<file path="src/sv/scpc_pkg.sv">
// ----------------------------------------------------------------------------
// scpc_pkg: shared types and constants
// Widths, framing constants and the controller/datapath interface structs
// for the stepper command parser and pulse control unit.
// ----------------------------------------------------------------------------
package scpc_pkg;

  localparam int unsigned CMD_BYTES   = 6;
  localparam int unsigned MAX_CMDS    = 4;
  localparam int unsigned STORE_DEPTH = 1 + MAX_CMDS * CMD_BYTES;
  localparam int unsigned ADDR_W      = $clog2(STORE_DEPTH);
  localparam int unsigned BYTE_IDX_W  = $clog2(CMD_BYTES);
  localparam int unsigned CMD_IDX_W   = $clog2(MAX_CMDS);
  localparam int unsigned NUM_W       = $clog2(MAX_CMDS + 1);

  localparam int unsigned CLK_HZ_W    = 27;
  localparam int unsigned MASK_W      = 4;
  localparam int unsigned PERIOD_W    = 16;
  localparam int unsigned CMP_W       = 15;
  localparam int unsigned STEPS_W     = 16;
  localparam int unsigned SPEED_W     = 16;
  localparam int unsigned DEN_W       = 20;
  localparam int unsigned CFG_IDX_W   = 8;
  localparam int unsigned IN_DATA_W   = 16;
  localparam int unsigned OUT_DATA_W  = 56;

  localparam logic [CLK_HZ_W-1:0] CLK_HZ_RESET = 27'd1000000;
  localparam logic [MASK_W-1:0]   MASK_RESET   = 4'd10;
  localparam logic [PERIOD_W-1:0] PERIOD_RESET = 16'hFFFF;
  localparam logic [CLK_HZ_W-1:0] PERIOD_MIN   = 27'd3;
  localparam logic [CLK_HZ_W-1:0] PERIOD_MAX   = 27'd65535;

  localparam logic OP_BYTE  = 1'b0;
  localparam logic OP_PULSE = 1'b1;

  localparam logic [CFG_IDX_W-1:0] CFG_TIMER_CLOCK = 8'd0;
  localparam logic [CFG_IDX_W-1:0] CFG_BRAKE_MASK  = 8'd1;

  typedef enum logic [2:0] {
    MOP_NONE,
    MOP_HALT_REL,
    MOP_STOP,
    MOP_START,
    MOP_PULSE
  } mop_e;

  typedef struct packed {
    logic take;
    logic rd_en;
    logic cmd_clr;
    logic cmd_inc;
    logic byte_clr;
    logic byte_inc;
    logic load_id;
    logic mark_valid;
    mop_e mop;
    logic div_start;
    logic emit;
    logic emit_settle;
    logic emit_last;
  } ctrl_cmd_t;

  typedef struct packed {
    logic is_pulse;
    logic pkt_end;
    logic m_ok;
    logic last_cmd;
    logic last_byte;
    logic hit_last_valid;
    logic speed_zero;
    logic div_done;
    logic pulse_ok;
    logic out_free;
  } dp_status_t;

endpackage

</file>
<file path="src/sv/scpc_div.sv">
// ----------------------------------------------------------------------------
// scpc_div: radix-2 restoring divider
// One quotient bit per cycle; done stays high until the next start.
// ----------------------------------------------------------------------------
module scpc_div (
  input  logic                               clk_i,
  input  logic                               rst_ni,
  input  logic                               start_i,
  input  logic [scpc_pkg::CLK_HZ_W-1:0]      num_i,
  input  logic [scpc_pkg::DEN_W-1:0]         den_i,
  output logic                               done_o,
  output logic [scpc_pkg::CLK_HZ_W-1:0]      quo_o
);

  localparam int unsigned CNT_W = $clog2(scpc_pkg::CLK_HZ_W);

  logic [scpc_pkg::DEN_W-1:0]    rem_q, rem_d;
  logic [scpc_pkg::CLK_HZ_W-1:0] quo_q, quo_d;
  logic [scpc_pkg::DEN_W-1:0]    den_q;
  logic [CNT_W-1:0]              cnt_q;
  logic                          busy_q, done_q;
  logic [scpc_pkg::DEN_W:0]      trial;
  logic                          fits;

  always_comb begin
    trial = {rem_q, quo_q[scpc_pkg::CLK_HZ_W-1]};
    fits  = trial >= {1'b0, den_q};
    rem_d = fits ? scpc_pkg::DEN_W'(trial - {1'b0, den_q})
                 : trial[scpc_pkg::DEN_W-1:0];
    quo_d = {quo_q[scpc_pkg::CLK_HZ_W-2:0], fits};
  end

  always_ff @(posedge clk_i or negedge rst_ni) begin
    if (!rst_ni) begin
      busy_q <= 1'b0;
      done_q <= 1'b0;
      cnt_q  <= '0;
    end else if (start_i) begin
      busy_q <= 1'b1;
      done_q <= 1'b0;
      cnt_q  <= CNT_W'(scpc_pkg::CLK_HZ_W - 1);
    end else if (busy_q) begin
      cnt_q <= cnt_q - CNT_W'(1);
      if (cnt_q == '0) begin
        busy_q <= 1'b0;
        done_q <= 1'b1;
      end
    end
  end

  always_ff @(posedge clk_i) begin
    if (start_i) begin
      rem_q <= '0;
      quo_q <= num_i;
      den_q <= den_i;
    end else if (busy_q) begin
      rem_q <= rem_d;
      quo_q <= quo_d;
    end
  end

  assign done_o = done_q;
  assign quo_o  = quo_q;

endmodule

</file>
<file path="src/sv/scpc_dp.sv">
// ----------------------------------------------------------------------------
// scpc_dp: datapath
// Config registers, packet framing and store, per-motor state, period
// divider and the output register.
// ----------------------------------------------------------------------------
module scpc_dp #(
  parameter int MOTOR_COUNT = 4
) (
  input  logic                                clk_i,
  input  logic                                rst_ni,
  input  logic                                cfg_we_i,
  input  logic [scpc_pkg::CFG_IDX_W-1:0]      cfg_index_i,
  input  logic [scpc_pkg::CLK_HZ_W-1:0]       cfg_data_i,
  input  logic [scpc_pkg::IN_DATA_W-1:0]      in_data_i,
  input  logic                                in_user_i,
  input  scpc_pkg::ctrl_cmd_t                 cmd_i,
  output scpc_pkg::dp_status_t                status_o,
  input  logic                                out_ready_i,
  output logic                                out_valid_o,
  output logic [scpc_pkg::OUT_DATA_W-1:0]     out_data_o,
  output logic                                out_last_o
);

  localparam int MIDX_W = (MOTOR_COUNT > 1) ? $clog2(MOTOR_COUNT) : 1;
  localparam int AW     = scpc_pkg::ADDR_W;

  logic [scpc_pkg::CLK_HZ_W-1:0] clk_hz_q;
  logic [scpc_pkg::MASK_W-1:0]   mask_q;

  logic [7:0]                        store [scpc_pkg::STORE_DEPTH];
  logic [7:0]                        fld_q [scpc_pkg::CMD_BYTES];
  logic [AW-1:0]                     bc_q, exp_q;
  logic [scpc_pkg::NUM_W-1:0]        num_q;
  logic [scpc_pkg::CMD_IDX_W-1:0]    cmd_q, last_valid_q;
  logic [scpc_pkg::BYTE_IDX_W-1:0]   byte_q;
  logic [MIDX_W-1:0]                 m_q;
  logic                              m_ok_q;

  logic                              run_q   [MOTOR_COUNT];
  logic                              dir_q   [MOTOR_COUNT];
  logic [scpc_pkg::PERIOD_W-1:0]     per_q   [MOTOR_COUNT];
  logic [scpc_pkg::STEPS_W-1:0]      steps_q [MOTOR_COUNT];
  logic                              brk_q   [MOTOR_COUNT];

  logic                              ov_q;
  logic [scpc_pkg::OUT_DATA_W-1:0]   od_q;
  logic                              ol_q;

  logic [7:0]                        byte_in;
  logic [1:0]                        pulse_motor;
  logic                              byte_take, pulse_take;
  logic [AW-1:0]                     wr_idx, bc_inc, exp_new, rd_addr, c5, b5;
  logic                              cnt_ok;
  logic [31:0]                       id_ext, id_m, pm_ext, m_ext;
  logic                              hb;
  logic [scpc_pkg::SPEED_W-1:0]      speed;
  logic [scpc_pkg::DEN_W-1:0]        sp20, den;
  logic                              div_done;
  logic [scpc_pkg::CLK_HZ_W-1:0]     quo, qm1;
  logic [scpc_pkg::PERIOD_W-1:0]     period_new;
  logic [scpc_pkg::STEPS_W-1:0]      steps_dec;

  assign byte_in     = in_data_i[7:0];
  assign pulse_motor = in_data_i[9:8];
  assign byte_take   = cmd_i.take && (in_user_i == scpc_pkg::OP_BYTE);
  assign pulse_take  = cmd_i.take && (in_user_i == scpc_pkg::OP_PULSE);

  // packet framing
  always_comb begin
    wr_idx  = (bc_q >= AW'(scpc_pkg::STORE_DEPTH)) ? '0 : bc_q;
    bc_inc  = wr_idx + AW'(1);
    cnt_ok  = (byte_in >= 8'd1) && (byte_in <= 8'(scpc_pkg::MAX_CMDS));
    b5      = AW'(byte_in[2:0]);
    exp_new = (b5 << 2) + (b5 << 1) + AW'(1);
    c5      = AW'(cmd_q);
    rd_addr = (c5 << 2) + (c5 << 1) + AW'(1) + AW'(byte_q);
  end

  always_ff @(posedge clk_i) begin
    if (byte_take) begin
      store[wr_idx] <= byte_in;
    end
    if (cmd_i.rd_en) begin
      fld_q[byte_q] <= store[rd_addr];
    end
  end

  always_ff @(posedge clk_i or negedge rst_ni) begin
    if (!rst_ni) begin
      clk_hz_q <= scpc_pkg::CLK_HZ_RESET;
      mask_q   <= scpc_pkg::MASK_RESET;
    end else if (cfg_we_i) begin
      unique case (cfg_index_i)
        scpc_pkg::CFG_TIMER_CLOCK: clk_hz_q <= cfg_data_i;
        scpc_pkg::CFG_BRAKE_MASK:  mask_q   <= cfg_data_i[scpc_pkg::MASK_W-1:0];
        default: ;
      endcase
    end
  end

  always_ff @(posedge clk_i or negedge rst_ni) begin
    if (!rst_ni) begin
      bc_q  <= '0;
      exp_q <= '0;
      num_q <= '0;
    end else if (byte_take) begin
      if (bc_inc == AW'(1)) begin
        if (cnt_ok) begin
          bc_q  <= AW'(1);
          exp_q <= exp_new;
          num_q <= scpc_pkg::NUM_W'(byte_in[2:0]);
        end else begin
          bc_q <= '0;
        end
      end else if (bc_inc == exp_q) begin
        bc_q  <= '0;
        exp_q <= '0;
      end else begin
        bc_q <= bc_inc;
      end
    end
  end

  // command and byte counters, motor select
  always_ff @(posedge clk_i or negedge rst_ni) begin
    if (!rst_ni) begin
      cmd_q        <= '0;
      byte_q       <= '0;
      last_valid_q <= '0;
      m_q          <= '0;
      m_ok_q       <= 1'b0;
    end else begin
      if (cmd_i.cmd_clr) begin
        cmd_q <= '0;
      end else if (cmd_i.cmd_inc) begin
        cmd_q <= cmd_q + scpc_pkg::CMD_IDX_W'(1);
      end
      if (cmd_i.byte_clr) begin
        byte_q <= '0;
      end else if (cmd_i.byte_inc) begin
        byte_q <= byte_q + scpc_pkg::BYTE_IDX_W'(1);
      end
      if (cmd_i.mark_valid) begin
        last_valid_q <= cmd_q;
      end
      if (pulse_take) begin
        m_ok_q <= pm_ext < 32'(MOTOR_COUNT);
        m_q    <= pm_ext[MIDX_W-1:0];
      end else if (cmd_i.load_id) begin
        m_ok_q <= (id_ext >= 32'd1) && (id_ext <= 32'(MOTOR_COUNT));
        m_q    <= id_m[MIDX_W-1:0];
      end
    end
  end

  always_comb begin
    id_ext = 32'(fld_q[0]);
    id_m   = id_ext - 32'd1;
    pm_ext = 32'(pulse_motor);
    m_ext  = 32'(m_q);
    hb     = (m_ext < 32'd4) && mask_q[m_ext[1:0]];
    speed  = {fld_q[2], fld_q[3]};
    sp20   = scpc_pkg::DEN_W'(speed);
    den    = (sp20 << 3) + (sp20 << 1);
  end

  scpc_div u_div (
    .clk_i   (clk_i),
    .rst_ni  (rst_ni),
    .start_i (cmd_i.div_start),
    .num_i   (clk_hz_q),
    .den_i   (den),
    .done_o  (div_done),
    .quo_o   (quo)
  );

  always_comb begin
    qm1 = (quo == '0) ? '0 : quo - scpc_pkg::CLK_HZ_W'(1);
    if (qm1 < scpc_pkg::PERIOD_MIN) begin
      period_new = scpc_pkg::PERIOD_W'(scpc_pkg::PERIOD_MIN);
    end else if (qm1 > scpc_pkg::PERIOD_MAX) begin
      period_new = scpc_pkg::PERIOD_W'(scpc_pkg::PERIOD_MAX);
    end else begin
      period_new = qm1[scpc_pkg::PERIOD_W-1:0];
    end
    steps_dec = steps_q[m_q] - scpc_pkg::STEPS_W'(1);
  end

  // per-motor state
  always_ff @(posedge clk_i or negedge rst_ni) begin
    if (!rst_ni) begin
      for (int i = 0; i < MOTOR_COUNT; i++) begin
        run_q[i]   <= 1'b0;
        dir_q[i]   <= 1'b0;
        per_q[i]   <= scpc_pkg::PERIOD_RESET;
        steps_q[i] <= '0;
        brk_q[i]   <= 1'b0;
      end
    end else begin
      case (cmd_i.mop)
        scpc_pkg::MOP_HALT_REL: begin
          run_q[m_q]   <= 1'b0;
          steps_q[m_q] <= '0;
          if (hb) begin
            brk_q[m_q] <= 1'b1;
          end
        end
        scpc_pkg::MOP_STOP: begin
          run_q[m_q]   <= 1'b0;
          steps_q[m_q] <= '0;
          if (hb) begin
            brk_q[m_q] <= 1'b0;
          end
        end
        scpc_pkg::MOP_START: begin
          run_q[m_q]   <= 1'b1;
          dir_q[m_q]   <= fld_q[1] != 8'd0;
          steps_q[m_q] <= {fld_q[4], fld_q[5]};
          per_q[m_q]   <= period_new;
        end
        scpc_pkg::MOP_PULSE: begin
          steps_q[m_q] <= steps_dec;
          if (steps_dec == '0) begin
            run_q[m_q] <= 1'b0;
            if (hb) begin
              brk_q[m_q] <= 1'b0;
            end
          end
        end
        default: ;
      endcase
    end
  end

  // output register
  always_ff @(posedge clk_i or negedge rst_ni) begin
    if (!rst_ni) begin
      ov_q <= 1'b0;
    end else if (cmd_i.emit) begin
      ov_q <= 1'b1;
    end else if (out_ready_i) begin
      ov_q <= 1'b0;
    end
  end

  always_ff @(posedge clk_i) begin
    if (cmd_i.emit) begin
      od_q <= {3'b000, cmd_i.emit_settle, steps_q[m_q], brk_q[m_q],
               per_q[m_q][scpc_pkg::PERIOD_W-1:1], per_q[m_q], dir_q[m_q],
               run_q[m_q], m_ext[1:0]};
      ol_q <= cmd_i.emit_last;
    end
  end

  assign out_valid_o = ov_q;
  assign out_data_o  = od_q;
  assign out_last_o  = ol_q;

  always_comb begin
    status_o.is_pulse       = in_user_i == scpc_pkg::OP_PULSE;
    status_o.pkt_end        = byte_take && (bc_inc != AW'(1)) && (bc_inc == exp_q);
    status_o.m_ok           = m_ok_q;
    status_o.last_cmd       = (scpc_pkg::NUM_W'(cmd_q) + scpc_pkg::NUM_W'(1)) == num_q;
    status_o.last_byte      = byte_q == scpc_pkg::BYTE_IDX_W'(scpc_pkg::CMD_BYTES - 1);
    status_o.hit_last_valid = cmd_q == last_valid_q;
    status_o.speed_zero     = speed == '0;
    status_o.div_done       = div_done;
    status_o.pulse_ok       = m_ok_q && run_q[m_q] && (steps_q[m_q] != '0);
    status_o.out_free       = !ov_q || out_ready_i;
  end

endmodule

</file>
<file path="src/sv/scpc_ctrl.sv">
// ----------------------------------------------------------------------------
// scpc_ctrl: sequencer
// Accepts requests, walks the two packet passes and the pulse update,
// and hands results to the output register.
// ----------------------------------------------------------------------------
module scpc_ctrl (
  input  logic                  clk_i,
  input  logic                  rst_ni,
  input  logic                  in_valid_i,
  output logic                  in_ready_o,
  input  scpc_pkg::dp_status_t  status_i,
  output scpc_pkg::ctrl_cmd_t   cmd_o
);

  typedef enum logic [3:0] {
    S_IDLE,
    S_PU_CHK,
    S_PU_EMIT,
    S_P1_RD,
    S_P1_CHK,
    S_P1_APPLY,
    S_P1_EMIT,
    S_P2_RD,
    S_P2_CHK,
    S_P2_OP,
    S_P2_DIV,
    S_P2_EMIT
  } state_e;

  state_e state_q, state_d;
  logic   first_q, first_d;

  always_comb begin
    state_d     = state_q;
    first_d     = first_q;
    cmd_o       = '0;
    cmd_o.mop   = scpc_pkg::MOP_NONE;
    in_ready_o  = 1'b0;
    unique case (state_q)
      S_IDLE: begin
        in_ready_o = 1'b1;
        if (in_valid_i) begin
          cmd_o.take = 1'b1;
          if (status_i.is_pulse) begin
            state_d = S_PU_CHK;
          end else if (status_i.pkt_end) begin
            cmd_o.cmd_clr  = 1'b1;
            cmd_o.byte_clr = 1'b1;
            state_d        = S_P1_RD;
          end
        end
      end
      S_PU_CHK: begin
        if (status_i.pulse_ok) begin
          cmd_o.mop = scpc_pkg::MOP_PULSE;
          state_d   = S_PU_EMIT;
        end else begin
          state_d = S_IDLE;
        end
      end
      S_PU_EMIT: begin
        if (status_i.out_free) begin
          cmd_o.emit      = 1'b1;
          cmd_o.emit_last = 1'b1;
          state_d         = S_IDLE;
        end
      end
      S_P1_RD: begin
        cmd_o.rd_en = 1'b1;
        state_d     = S_P1_CHK;
      end
      S_P1_CHK: begin
        cmd_o.load_id = 1'b1;
        state_d       = S_P1_APPLY;
      end
      S_P1_APPLY, S_P1_EMIT: begin
        if (state_q == S_P1_APPLY && status_i.m_ok) begin
          cmd_o.mop        = scpc_pkg::MOP_HALT_REL;
          cmd_o.mark_valid = 1'b1;
          state_d          = S_P1_EMIT;
        end else if (state_q == S_P1_APPLY || status_i.out_free) begin
          cmd_o.emit = state_q == S_P1_EMIT;
          if (status_i.last_cmd) begin
            cmd_o.cmd_clr  = 1'b1;
            cmd_o.byte_clr = 1'b1;
            first_d        = 1'b1;
            state_d        = S_P2_RD;
          end else begin
            cmd_o.cmd_inc = 1'b1;
            state_d       = S_P1_RD;
          end
        end
      end
      S_P2_RD: begin
        cmd_o.rd_en = 1'b1;
        if (status_i.last_byte) begin
          cmd_o.byte_clr = 1'b1;
          state_d        = S_P2_CHK;
        end else begin
          cmd_o.byte_inc = 1'b1;
        end
      end
      S_P2_CHK: begin
        cmd_o.load_id = 1'b1;
        state_d       = S_P2_OP;
      end
      S_P2_OP, S_P2_EMIT: begin
        if (state_q == S_P2_OP && status_i.m_ok) begin
          if (status_i.speed_zero) begin
            cmd_o.mop = scpc_pkg::MOP_STOP;
            state_d   = S_P2_EMIT;
          end else begin
            cmd_o.div_start = 1'b1;
            state_d         = S_P2_DIV;
          end
        end else if (state_q == S_P2_OP || status_i.out_free) begin
          if (state_q == S_P2_EMIT) begin
            cmd_o.emit        = 1'b1;
            cmd_o.emit_settle = first_q;
            cmd_o.emit_last   = status_i.hit_last_valid;
            first_d           = 1'b0;
          end
          if (status_i.last_cmd) begin
            state_d = S_IDLE;
          end else begin
            cmd_o.cmd_inc = 1'b1;
            state_d       = S_P2_RD;
          end
        end
      end
      S_P2_DIV: begin
        if (status_i.div_done) begin
          cmd_o.mop = scpc_pkg::MOP_START;
          state_d   = S_P2_EMIT;
        end
      end
      default: state_d = S_IDLE;
    endcase
  end

  always_ff @(posedge clk_i or negedge rst_ni) begin
    if (!rst_ni) begin
      state_q <= S_IDLE;
      first_q <= 1'b0;
    end else begin
      state_q <= state_d;
      first_q <= first_d;
    end
  end

endmodule

</file>
<file path="src/sv/stepper_command_parser_pulse_control_unit.sv">
// ----------------------------------------------------------------------------
// stepper_command_parser_pulse_control_unit: command framing and pulse control
// Frames command bytes into motor packets and tracks per-motor step state.
// ----------------------------------------------------------------------------
// usage
//   s_axis: one request per item; tuser = opcode (0 byte, 1 pulse done),
//   tdata = byte_in then pulse_motor. m_axis: one motor update per beat,
//   tlast on the final update caused by a request. cfg: index 0 timer clock
//   in hz, index 1 brake mask; always ready, write only while idle.
//   a plain command byte is taken while the sequencer stays idle. a pulse
//   request that yields an update walks a check state and an emit state that
//   loads the output register, and the next request is taken once the
//   sequencer is back in idle; a pulse with no update frees the input after
//   the check. a packet end runs two passes over the stored commands: a stop
//   pass over the valid commands, then a command pass in which each started
//   command waits for the period divider (one quotient bit per cycle); the next request is taken after both passes.
//   reset clears framing, motor state (period 65535, brakes engaged) and
//   config to defaults. a stalled m_axis holds the output register; the
//   sequencer then waits at its next update without dropping work.
// ----------------------------------------------------------------------------
module stepper_command_parser_pulse_control_unit #(
  parameter int MOTOR_COUNT = 4
) (
  input  logic                              clk_i,
  input  logic                              rst_ni,
  input  logic                              cfg_valid_i,
  output logic                              cfg_ready_o,
  input  logic [scpc_pkg::CFG_IDX_W-1:0]    cfg_index_i,
  input  logic [scpc_pkg::CLK_HZ_W-1:0]     cfg_data_i,
  input  logic                              s_axis_tvalid_i,
  output logic                              s_axis_tready_o,
  // byte_in [7:0], pulse_motor [9:8]
  input  logic [scpc_pkg::IN_DATA_W-1:0]    s_axis_tdata_i,
  // opcode [0]
  input  logic                              s_axis_tuser_i,
  output logic                              m_axis_tvalid_o,
  input  logic                              m_axis_tready_i,
  // motor_index [1:0], running [2], direction [3], period [19:4],
  // compare [34:20], brake_released [35], steps_left [51:36], settle_before [52]
  output logic [scpc_pkg::OUT_DATA_W-1:0]   m_axis_tdata_o,
  output logic                              m_axis_tlast_o
);

  scpc_pkg::ctrl_cmd_t  cmd;
  scpc_pkg::dp_status_t status;

  assign cfg_ready_o = 1'b1;

  scpc_ctrl u_ctrl (
    .clk_i      (clk_i),
    .rst_ni     (rst_ni),
    .in_valid_i (s_axis_tvalid_i),
    .in_ready_o (s_axis_tready_o),
    .status_i   (status),
    .cmd_o      (cmd)
  );

  scpc_dp #(
    .MOTOR_COUNT (MOTOR_COUNT)
  ) u_dp (
    .clk_i       (clk_i),
    .rst_ni      (rst_ni),
    .cfg_we_i    (cfg_valid_i && cfg_ready_o),
    .cfg_index_i (cfg_index_i),
    .cfg_data_i  (cfg_data_i),
    .in_data_i   (s_axis_tdata_i),
    .in_user_i   (s_axis_tuser_i),
    .cmd_i       (cmd),
    .status_o    (status),
    .out_ready_i (m_axis_tready_i),
    .out_valid_o (m_axis_tvalid_o),
    .out_data_o  (m_axis_tdata_o),
    .out_last_o  (m_axis_tlast_o)
  );

endmodule

</file>
<file path="config.mk">
export PLATFORM = sky130hd
export DESIGN_NAME = stepper_command_parser_pulse_control_unit
export DESIGN_NICKNAME = d
export VERILOG_FILES = /design/src/sv/scpc_pkg.sv /design/src/sv/scpc_div.sv /design/src/sv/scpc_dp.sv /design/src/sv/scpc_ctrl.sv /design/src/sv/stepper_command_parser_pulse_control_unit.sv
export SDC_FILE = /design/constraint.sdc
export NUM_CORES = 1
export LEC_CHECK = 0
export ABC_AREA = 1
export ABC_CLOCK_PERIOD_IN_PS = 6300
export BUFFER_PORTS_ARGS = -buffer_cell sky130_fd_sc_hd__buf_2
export CAP_MARGIN = 20
export CORE_MARGIN = 4
export CORE_UTILIZATION = 42
export CTS_CLUSTER_DIAMETER = 200
export DETAILED_ROUTE_END_ITERATION = 10
export HOLD_SLACK_MARGIN = 0.15
export PLACE_DENSITY = 0.56
export SLEW_MARGIN = 20
export SYNTH_ARGS = -nofsm -noshare
export SYNTH_HDL_FRONTEND = slang
export SYNTH_SLANG_ARGS = --single-unit
</file>
<file path="constraint.sdc">
create_clock -name clk_i -period 6.3 [get_ports clk_i]
set_input_delay 0.315 -clock clk_i [delete_from_list [all_inputs] [get_ports clk_i]]
set_output_delay 0.315 -clock clk_i [all_outputs]
set_load 0.005 [all_outputs]
</file>
==> results.md, run 1 <==
- Startpoint class of the critical path: flop
- DR pass1 iterations: 6
- Sw frac: 42.3%
- Longest Clk Path Bufs: 3
- LEAKAGE: about 13 nW
- Final setup TNS: 0 ns
- Min Hold Slack: between 0.15 and 0.2 ns
- Comb pwr share: 41.2%
- Data arrival time of the worst path: 5.14 ns
- Nets@finish: 3141
- Share of cells above drive strength 1: 13.1%
- Fmax: around 0.22 GHz
- Fin crit share: 73.1%
- Largest family of logic cells by synthesized area: simple AND/OR/NAND/NOR gates
- Synthesized area: around 28000 µm²
- Via Count: 21300
- Critical-path cell list: buf_4, nand2_4, inv_2, nand2_1, nand2_1, nor2_2, nand3_2, inv_2, nand3_1, nand2b_4, nand2_4, nand2_2, o21ai_0, o22ai_1, inv_1
- Vias per std cell: 5.43
- H-tree depth: 2
- Post-Synth Adder-Cell Area: roughly 3%
- Total power: 14.7 mW
- Overflow after GRT: 0
- Reg2reg setup slack: 1.69 ns
- RSZ-0062 raised after global routing: false
- Worst Hold Path Cells: 1
- Post-CTS Resized: 0
- Hold Path Origin: s_axis_tdata_i[6]
- Initial DRC count: 1824
- Core Footprint: around 65000 µm²
- Worst-Margin Slew: 1.05 ns
- CP max stage cell: nand2_2
- Clk root buf: clkbuf_16
- Routed WL: 74200 µm
- Peak supply drop: around 0.00035 V
- Worst Skew: 0.0672 ns
- Most common cell after layout, fill and taps aside: nand2_1
- Hpwl dp: 47600 µm
- Ys async rst share: 37.0%
- Clk slew on worst S/H paths: 0.06 ns
- Starting density of the core: 42.6%
- CTS tree: done
- Vias in the first global route: 20600
- Met2 wire length: 35800 µm
- Worst R2R Path Depth: 15
- Worst Setup Path Type: flop to flop
- Max Cap Viol: 0
- Worst Path Max Fanout: 54
- Diodes inserted: 0
- Setup crit end kind: flop
- Placer Congestion: 0.864
- Final Setup Violations: 0
- Pre-CTS setup slack: between 1.5 and 2 ns
- Synth area leader: edfxtp_1
- Final hold violations: 0
- Port bufs: about 110
- Tmin final: 4.61 ns
- Synth Area in XOR/XNOR: 1.71%
- Mux cell area share after synthesis: less than 1%
- Max layer used: met4
- Post-DRT Antenna Nets: 0
- Routed len/inst: 18.9 µm
- Yosys warning count: 0
- Origin of the critical flop-to-flop path: u_dp.m_q[1]$_DFFE_PN0P_
- WP buf/inv: 4
- Max-slew violation count: 0
- Most frequent cells in the layout: nand2_1 (609), edfxtp_1 (333), o21ai_0 (323)
- Crit path largest cell delay: 0.83 ns
- Delay-heaviest family, CP: simple AND/OR/NAND/NOR gates
- Mapped Avg Cell Area: between 9 and 10 µm²
- Initial antenna violation count: 0
- Dpl cells: 3770
- Largest net degree at the start of global routing: 91
- Pwr dens: around 470 nW/µm²
- Net Sw Power: 6.22 mW
- Number of core rows: 93
- GRT Total Usage: 20.6%
- Area contributors post-synth: edfxtp_1 (36%), dfrtp_1 (12%), nand2_1 (8.3%)
- Sequential share of power: a little over a third
- Die width: about 260 µm
- Worst reg2reg path endpoint: u_dp.steps_q[20]$_DFFE_PN0N_
- Clock power frac: 23.0%
- Area delta synth->final: 13.0%
- WP data required: around 7 ns
- M1 wire length: 33100 µm
- Yosys top cell area share: 36.2%
- Setup WS post-layout: 1.69 ns
- Fin cells: 3925
- Pint: 8.49 mW
- First-pass GRT wire length: 116000 µm
- Clk_lat worst skew: 0.66 ns
- Top Ports: 117
- DIE AREA: 69900 µm²
- Vert. Die Dim: 264 µm
- Worst hold path type: primary input to flop
- Post-synth top flop: edfxtp_1
- Met3 Wirelength: roughly 3800 µm
- TritonCTS buffer count: 61
- Synth Instances: 2920
- Post-synth EDFFs: 333
- Num Clock Sinks: 560
- Compound-Gate Fraction of Synth Area: between 10% and 20%
- Flops & latches, synth: 560
- Post-synth cell types: 68
- Residual DRC count: 0
- Outcome: completed
- Rel. slew slack: between 20% and 30%
- Sequential element share of the synthesized area: 56.8%
- Hold Path End: u_dp.store[20][6]$_DFFE_PP_
- Post-Synth Simple-Gate Area: roughly 18%
[through the flow]
step | utilization [%] | instance area, µm²
finish | 48.2 | 31200
global route | 48.2 | 31200
CTS | 48.0 | 31100
detailed placement | 44.5 | 28800
global placement | 44.5 | 28800
floorplan | - | 27600
[synthesized netlist by cell type, drive strengths merged (6+ instances only)]
| cell | number |
|---|---|
| dfrtp | 134 |
| o22ai | 50 |
| nor2 | 347 |
| nand4 | 29 |
| o21ai | 330 |
| dfstp | 73 |
| clkinv | 6 |
| xor2 | 31 |
| o221ai | 34 |
| edfxtp | 333 |
| buf | 52 |
| a211oi | 11 |
| xnor2 | 23 |
| or2 | 7 |
| nand2 | 619 |
| o211ai | 38 |
| nand3 | 164 |
| nor4 | 15 |
| dfxtp | 20 |
| ha | 57 |
| a31oi | 14 |
| clkbuf | 95 |
| nor3 | 17 |
| mux2 | 23 |
| a22oi | 26 |
| inv | 255 |
| a21oi | 62 |
| o22a | 12 |
[area by class of cell]
cell class / count / area (µm²)
Clock buffer: 81 / 1630
Clock inverter: 30 / 249
Fill cell: 6073 / 33500
Inverter: 261 / 982
Multi-Input combinational cell: 1954 / 10300
Sequential cell: 560 / 15700
Tap cell: 855 / 1070
Timing Repair Buffer: 184 / 1300
[worst max-delay path by stage]
| stage | startpoint | slack, ns | cells past startpoint | endpoint |
|---|---|---|---|---|
| floorplan | u_dp.cmd_q[0]$_DFFE_PN0P_ | 3.47 | 8 | u_dp.fld_q[0][1]$_DFFE_PP_ |
| global placement | u_dp.m_q[1]$_DFFE_PN0P_ | 1.92 | 16 | u_dp.steps_q[61]$_DFFE_PN0N_ |
| detailed placement | u_dp.m_q[1]$_DFFE_PN0P_ | 1.82 | 16 | u_dp.steps_q[43]$_DFFE_PN0N_ |
| CTS | u_dp.m_q[1]$_DFFE_PN0P_ | 1.82 | 15 | u_dp.steps_q[20]$_DFFE_PN0N_ |
| global route | u_dp.m_q[1]$_DFFE_PN0P_ | 1.38 | 15 | u_dp.steps_q[20]$_DFFE_PN0N_ |
| finish | u_dp.m_q[1]$_DFFE_PN0P_ | 1.69 | 15 | u_dp.steps_q[20]$_DFFE_PN0N_ |
[power by group through the flow]
stage	Combinational (mW)	Sequential (mW)	Clock [mW]
floorplan	4.01	5.19	0
CTS	6.05	5.26	3.46
finish	6.06	5.27	3.38
global placement	5.92	5.31	0
detailed placement	6.01	5.32	0
global route	6.71	5.34	3.63
[cell families (layout without fill, tap and decap cells)]
kind of cell | Yosys count | in the layout
and+or+nand+nor | 1207 | 1207
AOI/OAI and AO/OA | 604 | 604
DFF | 560 | 560
buffers and inverters | 408 | 556
adders and majority gates | 62 | 62
xor gates and xnor gates | 54 | 54
muxes | 23 | 23
other | 2 | 4
[layer usage]
| metal | vias to the layer above | GRT usage, % |
|---|---|---|
| li1 | 10200 | - |
| met1 | 10400 | 28.3 |
| met2 | 583 | 34.8 |
| met3 | 101 | 2.96 |
| met4 | 0 | 5.10 |
| met5 | - | 0 |
[state kept, by name, indices dropped and copies added (netlist names), 3 cells and up, named ones only]
register,cells
u_dp.u_div.rem_q,20
u_dp.bc_q,5
u_dp.out_data_o,38
u_dp.steps_q,64
u_dp.byte_q,3
u_ctrl.state_q,4
u_dp.mask_q,4
u_dp.per_q,64
u_dp.exp_q,5
u_dp.num_q,3
u_dp.clk_hz_q,27
u_dp.fld_q,48
u_dp.store,200
u_dp.u_div.cnt_q,5
u_dp.dir_q,4
u_dp.u_div.den_q,19
u_dp.u_div.quo_o,27
[repair_timing]
item                                   in CTS  in global routing
hold buffers                               41                  0
buffers inserted                            0                  0
endpoints found under the hold margin     191                  0
Power figures use the tool's default switching activity.
==> run 2, diff against run 1 <==
Settings changed: ABC_AREA 1 to 0, ABC_CLOCK_PERIOD_IN_PS 6300 to 4700.
Clock period 6.3 ns to 4.7 ns, I/O delays scaled along.
==> run 2 against run 1 <==
Net effect:
- final cell count down 22%
- critical path depth down 6
- via count down 21%
- maximum frequency up 22%
- combinational power up 12%
- sequential power up 33%
- sequential cell count unchanged
- clock power up 44%
- synthesized area down 5.3%
- synthesized cell count down 30%
- critical path type unchanged
- largest power group is now sequential cells
- highest routed layer unchanged
==> results.md, run 2 <==
- Residual DRC count: 0
- Fmax: 0.264 GHz
- Routed len/inst: 19.9 µm
- Via Count: 16900
- Data arrival time of the worst path: approximately 4.3 ns
- Clk root buf: clkbuf_16
- Worst Setup Path Type: flop to flop
- Post-synth cell types: 77
- Max-slew violation count: 0
- Clk slew on worst S/H paths: about 0.06 ns
- Num Clock Sinks: 560
- Port bufs: 106
- Reg with most FFs: u_dp.store
- Synth area leader: edfxtp_1
- Final Setup Violations: 0
- Diodes inserted: 0
- Initial antenna violation count: 0
- Synth Instances: about 2000
- Post-synth EDFFs: 333
- Ys async rst share: 37.0%
- Largest registers: u_dp.store (200), u_dp.per_q (64), u_dp.steps_q (64)
- GRT Total Usage: between 15 and 20%
- Clock power frac: 26.1%
- RSZ-0062 raised after global routing: false
- Vias per std cell: 5.52
- Synthesized area: 26100 µm²
- Post-DRT Antenna Nets: 0
- CTS tree: done
- Sequential share of power: 37.6%
- WP data required: 5.18 ns
- Startpoint class of the critical path: flop
- Comb pwr share: 36.3%
- Sw frac: 34.6%
- Fin util: 48.7%
- Nets@finish: 2302
- Longest Clk Path Bufs: 3
- Final hold violations: 0
- Overflow after GRT: 0
- Tmin final: 3.78 ns
- Starting density of the core: between 40% and 50%
- Largest net degree at the start of global routing: between 90 and 100
- Pint: 12.2 mW
- Fin crit share: 80.5%
- Max Cap Viol: 0
- Count leader, synth: edfxtp_1
- Top Ports: around 120
- Most common cell after layout, fill and taps aside: edfxtp_1
- Min Hold Slack: 0.212 ns
- Net Sw Power: between 6 and 7 mW
- Final setup TNS: 0 ns
- Synth top cells by count: edfxtp_1 (333), nand2_1 (196), nor2_1 (189)
- Vert. Die Dim: roughly 260 µm
- Core Footprint: 61600 µm²
- Worst Path Max Fanout: 17
- TritonCTS buffer count: 57
- Yosys top cell area share: 38.3%
- Yosys warning count: 0
- Share of cells above drive strength 1: 22.7%
- Area delta synth->final: 14.9%
- DR pass1 iterations: 5
- Post-synth top flop: edfxtp_1
- Most frequent cells in the layout: edfxtp_1 (333), nand2_1 (196), nor2_1 (183)
- Placement Cell Area: about 28000 µm²
- H-tree depth: 2
- Final instance area: about 30000 µm²
- Placer Congestion: 0.904
- Number of core rows: 91
- Pwr dens: 622 nW/µm²
- Setup crit end kind: flop
- Clk_lat worst skew: ~0.62 ns
- DIE AREA: 66300 µm²
- Vias in the first global route: 17000
- Initial DRC count: roughly 1300
- Worst hold path type: primary input to flop
- Worst-Margin Slew: between 0.9 and 1 ns
- Max FFs per register: 200
- Hpwl dp: roughly 41000 µm
- Outcome: completed
- Area contributors post-synth: edfxtp_1 (38%), dfrtp_1 (13%), mux4_2 (7.9%)
- Mapped Avg Cell Area: between 10 and 15 µm²
- Fill cell count: 5367
- LEAKAGE: 11.3 nW
- Die width: 257 µm
- Reg2reg setup slack: 0.92 ns
- Peak supply drop: 0.000465 V
- Worst Skew: between 0.02 and 0.03 ns
- Sequential element share of the synthesized area: between 50% and 60%
- First-pass GRT wire length: 97300 µm
- Flops & latches, synth: 560
- Rel. slew slack: 33.8%
- Routed WL: 61100 µm
-- run 2: cell type report --
| type | count | area (µm²) | area share (%) |
|---|---|---|---|
| clock buffers | 74 | 1540 | 5.14 |
| clock inverters | 34 | 489 | 1.63 |
| inverters | 55 | 206 | 0.688 |
| multi-input cells | 1323 | 9780 | 32.6 |
| flip-flops and latches | 560 | 15700 | 52.2 |
| well taps | 837 | 1050 | 3.49 |
| repair buffers | 186 | 1270 | 4.25 |
-- run 2: path summary, 6_finish.rpt --
check | depth (start not counted) | from | to
setup reg to reg | 9 | u_dp.m_q[0]$_DFFE_PN0P_ | flop
setup / recovery | 9 | u_dp.m_q[0]$_DFFE_PN0P_ | flop
max in group asynchronous | 3 | rst_ni | u_dp.mask_q[3]$_DFFE_PN1P_
hold / removal | 3 | s_axis_tuser_i | u_ctrl.state_q[3]$_DFFE_PN0P_
min in group asynchronous | 2 | rst_ni | u_dp.clk_hz_q[24]$_DFFE_PN0P_
hold reg to reg | 2 | u_dp.steps_q[19]$_DFFE_PN0N_ | u_dp.steps_q[19]$_DFFE_PN0N_
-- run 2: cell families after synthesis --
logic type	synth area share, %
xor+xnor	2.04
fa+ha+maj	3.11
buf+inv	2.81
compound gates	9.50
flops	60.0
simple gates	11.0
other cells	0.0287
mux	11.5
-- run 2: routing by layer --
layer  up-vias  global-route usage (%)  wire, µm
met5         -                       0         0
met4         0                    4.52      1150
met3       100                    2.71      2930
met2       442                    31.1     30400
met1      8477                    25.1     26600
li1       7920                       -         -
-- run 2: power by group through the flow --
| stage | registers [mW] | logic (mW) | clock network (mW) |
|---|---|---|---|
| after floorplan | 6.82 | 4.97 | 0 |
| after global placement | 7.10 | 6.74 | 0 |
| after detailed placement | 7.12 | 6.84 | 0 |
| after CTS | 7.03 | 6.89 | 5.02 |
| after global routing | 7.12 | 7.50 | 5.21 |
| final | 7.02 | 6.78 | 4.88 |
-- run 2: critical path, cell delays in order, from the launching register on --
cell     delay, ns
dfrtp_2       0.67
buf_4         0.39
mux4_2        0.65
nor3_1        0.32
nand3_1       0.25
mux2_2        0.34
nor3_1        0.24
a41oi_2       0.33
o21ai_0       0.34
nand2_1       0.10
-- run 2: per-stage QoR --
step	setup WS (ns)	std cells	power [mW]
final	0.916	3069	18.7
after global routing	0.599	3069	19.8
after CTS	0.891	3068	18.9
after detailed placement	0.897	2914	14.0
after global placement	0.939	2914	13.8
after floorplan	1.25	2055	11.8
-- run 2: timing repair --
action / 4_1_cts / 5_1_grt
buffers inserted: 0 / 0
hold buffers: 46 / 0
hold endpoints to repair: 298 / 0
resized for setup: 0 / 0
==> run 3, diff against run 2 <==
Settings changed: ABC_AREA 0 to 1, ABC_CLOCK_PERIOD_IN_PS 4700 to 3300, PLACE_DENSITY 0.56 to 0.58.
Clock period 4.7 ns to 3.3 ns, I/O delays scaled along.
==> run 3 against run 2 <==
Net effect:
- sequential share of layout area shrank 3.5 points
- largest power group is now combinational cells
- clock-buffer cell count grew 5
- critical path depth is the same
- non-clock buffer count grew 87
- sequential cell count is the same
- first-iteration DRC count grew 35%
- register-to-register slack lost 0.75 ns
- clock power grew 39%
- setup slack lost 0.75 ns
==> results.md, run 3 (same netlist as run 1, synthesis figures left out) <==
- Max Cap Viol: 0
- H-tree depth: 2
- RSZ-0062 raised after global routing: false
- Overflow after GRT: 0
- Port bufs: 106
- Number of core rows: 93
- Outcome: completed
- Total power: 29.0 mW
- Pwr dens: 902 nW/µm²
- Num Clock Sinks: 560
- Vias per std cell: ~5.4
- Pre-CTS setup slack: -0.0246 ns
- Post-DRT Antenna Nets: 0
- Clk_lat worst skew: 0.65 ns
- Placer Congestion: about 0.9
- Starting density of the core: 42.6%
- CTS tree: done
- DR pass1 iterations: 6
- Most frequent cells in the layout: nand2_1 (608), edfxtp_1 (333), o21ai_0 (322)
- Via Count: 21700
- Data arrival time of the worst path: 3.47 ns
- Vert. Die Dim: 264 µm
- Die width: 264 µm
- Max-slew violation count: 0
- Clk root buf: clkbuf_16
- Fill cell count: 6025
- Residual DRC count: 0
- Final setup TNS: 0 ns
- Initial DRC count: 1779
- Largest net degree at the start of global routing: 97
- Worst Path Max Fanout: 10
- Clk slew on worst S/H paths: 0.06 ns
- Final instance area: 32100 µm²
- GRT Total Usage: about a fifth
- Area delta synth->final: 16.5%
- Fmax: between 0.3 and 0.4 GHz
- DIE AREA: 69900 µm²
- Worst Setup Path Type: flop to flop
- Startpoint class of the critical path: flop
- Nets@finish: 3228
- LEAKAGE: 13.4 nW
- Final Setup Violations: 0
- Worst-Margin Slew: 1.08 ns
- Setup crit end kind: flop
- Tmin final: roughly 3.1 ns
- First-pass GRT wire length: ~120000 µm
- Vias in the first global route: 21400
- Initial antenna violation count: 1
- Routed len/inst: 18.3 µm
- Setup WS post-layout: ~0.16 ns
- Rel. slew slack: 28.0%
- Largest registers: u_dp.store (200), u_dp.per_q (64), u_dp.steps_q (64)
- Top Ports: 117
- Reg with most FFs: u_dp.store
- Placement Cell Area: 29500 µm²
- Worst hold path type: primary input to async pin
- Hpwl dp: ~50000 µm
- WP data required: 3.63 ns
- Max FFs per register: 200
- Final hold violations: 0
- Share of cells above drive strength 1: about 15%
- Fin crit share: 95.1%
- Worst Skew: 0.0337 ns
- Longest Clk Path Bufs: 3
- TritonCTS buffer count: 59
- Routed WL: 73400 µm
- Core Footprint: between 60000 and 70000 µm²
- Most common cell after layout, fill and taps aside: nand2_1
- Peak supply drop: approximately 0.00067 V
-- run 3: cell types whose count changed in the layout (fill, tap and decap cells not counted), sizes merged, moves of 52 or more --
cell / before / now
a21oi: 138 / 62
mux2: 75 / 23
buf: 139 / 218
nand3: 37 / 164
mux4: 92 / 0
o21ai: 132 / 330
inv: 58 / 258
nand2: 196 / 619
nor2: 189 / 347
-- run 3: area by class of cell --
| type | instances | area, µm² | share of cell area [%] |
|---|---|---|---|
| Timing Repair Buffer | 273 | 2060 | 6.42 |
| Multi-Input combinational cell | 1954 | 10300 | 32.1 |
| Tap cell | 855 | 1070 | 3.33 |
| Antenna cell | 1 | 2.50 | 0.00778 |
| Clock buffer | 79 | 1670 | 5.18 |
| Sequential cell | 560 | 15700 | 48.8 |
| Inverter | 261 | 995 | 3.09 |
| Clock inverter | 33 | 348 | 1.08 |
-- run 3: metal layers --
| layer | global-route usage, % | vias up | share of wire (%) |
|---|---|---|---|
| met5 | 0 | - | 0.0095 |
| met2 | 34.5 | 646 | 48 |
| met1 | 27.7 | 10500 | 44 |
| li1 | - | 10400 | - |
| met4 | 7.10 | 2 | 3.2 |
| met3 | 2.78 | 144 | 5.2 |
-- run 3: timing repair --
item | 4_1_cts | 5_1_grt
hold buffers | 53 | 0
hold endpoints to repair | 382 | 0
setup buffers | 0 | 0
setup endpoints to repair | 23 | 135
resized for setup | 4 | 20
-- run 3: critical path, stage by stage (launching register included) --
cell,delay [ns]
dfrtp_1,0.40
fa_1,0.54
fa_1,0.45
or2_2,0.29
nand2_2,0.15
clkinv_1,0.14
buf_4,0.19
a21oi_1,0.11
a211oi_1,0.06
a31oi_1,0.51
-- run 3: final timing paths --
check | from | end | slack [ns] | depth (start not counted)
worst max-delay path | u_dp.byte_q[2]$_DFFE_PN0P_ | u_dp.fld_q[1][6]$_DFFE_PP_ | 0.16 | 9
worst min-delay path | rst_ni | u_dp.clk_hz_q[23]$_DFFE_PN0P_ | 0.15 | 2
worst max register to register | u_dp.byte_q[2]$_DFFE_PN0P_ | u_dp.fld_q[1][6]$_DFFE_PP_ | 0.16 | 9
worst min register to register | u_dp.u_div.rem_q[14]$_SDFFE_PP0P_ | u_dp.u_div.rem_q[14]$_SDFFE_PP0P_ | 0.47 | 2
max in group asynchronous | rst_ni | u_dp.per_q[18]$_DFFE_PN1P_ | 2.20 | 3
min in group clk_i | cfg_index_i[2] | u_dp.clk_hz_q[2]$_DFFE_PN0P_ | 0.26 | 5
-- run 3: per-stage QoR --
step	hold WS, ns	instances	utilization, %
2_1_floorplan	-0.131	2922	-
3_3_place_gp	0.255	3849	45.6
3_5_place_dp	0.264	3849	45.6
4_1_cts	0.156	4014	49.5
5_1_grt	0.209	4015	49.7
6_report	0.154	4016	49.7
-- run 3: power by group --
| group | total, mW | internal (mW) | switching, mW | leakage [nW] |
|---|---|---|---|---|
| clock | 6.78 | 3.89 | 2.89 | 0.969 |
| sequential | 9.99 | 9.24 | 0.750 | 5.66 |
| combinational | 12.2 | 4.02 | 8.20 | 6.75 |
| total | 29.0 | 17.2 | 11.8 | 13.4 |
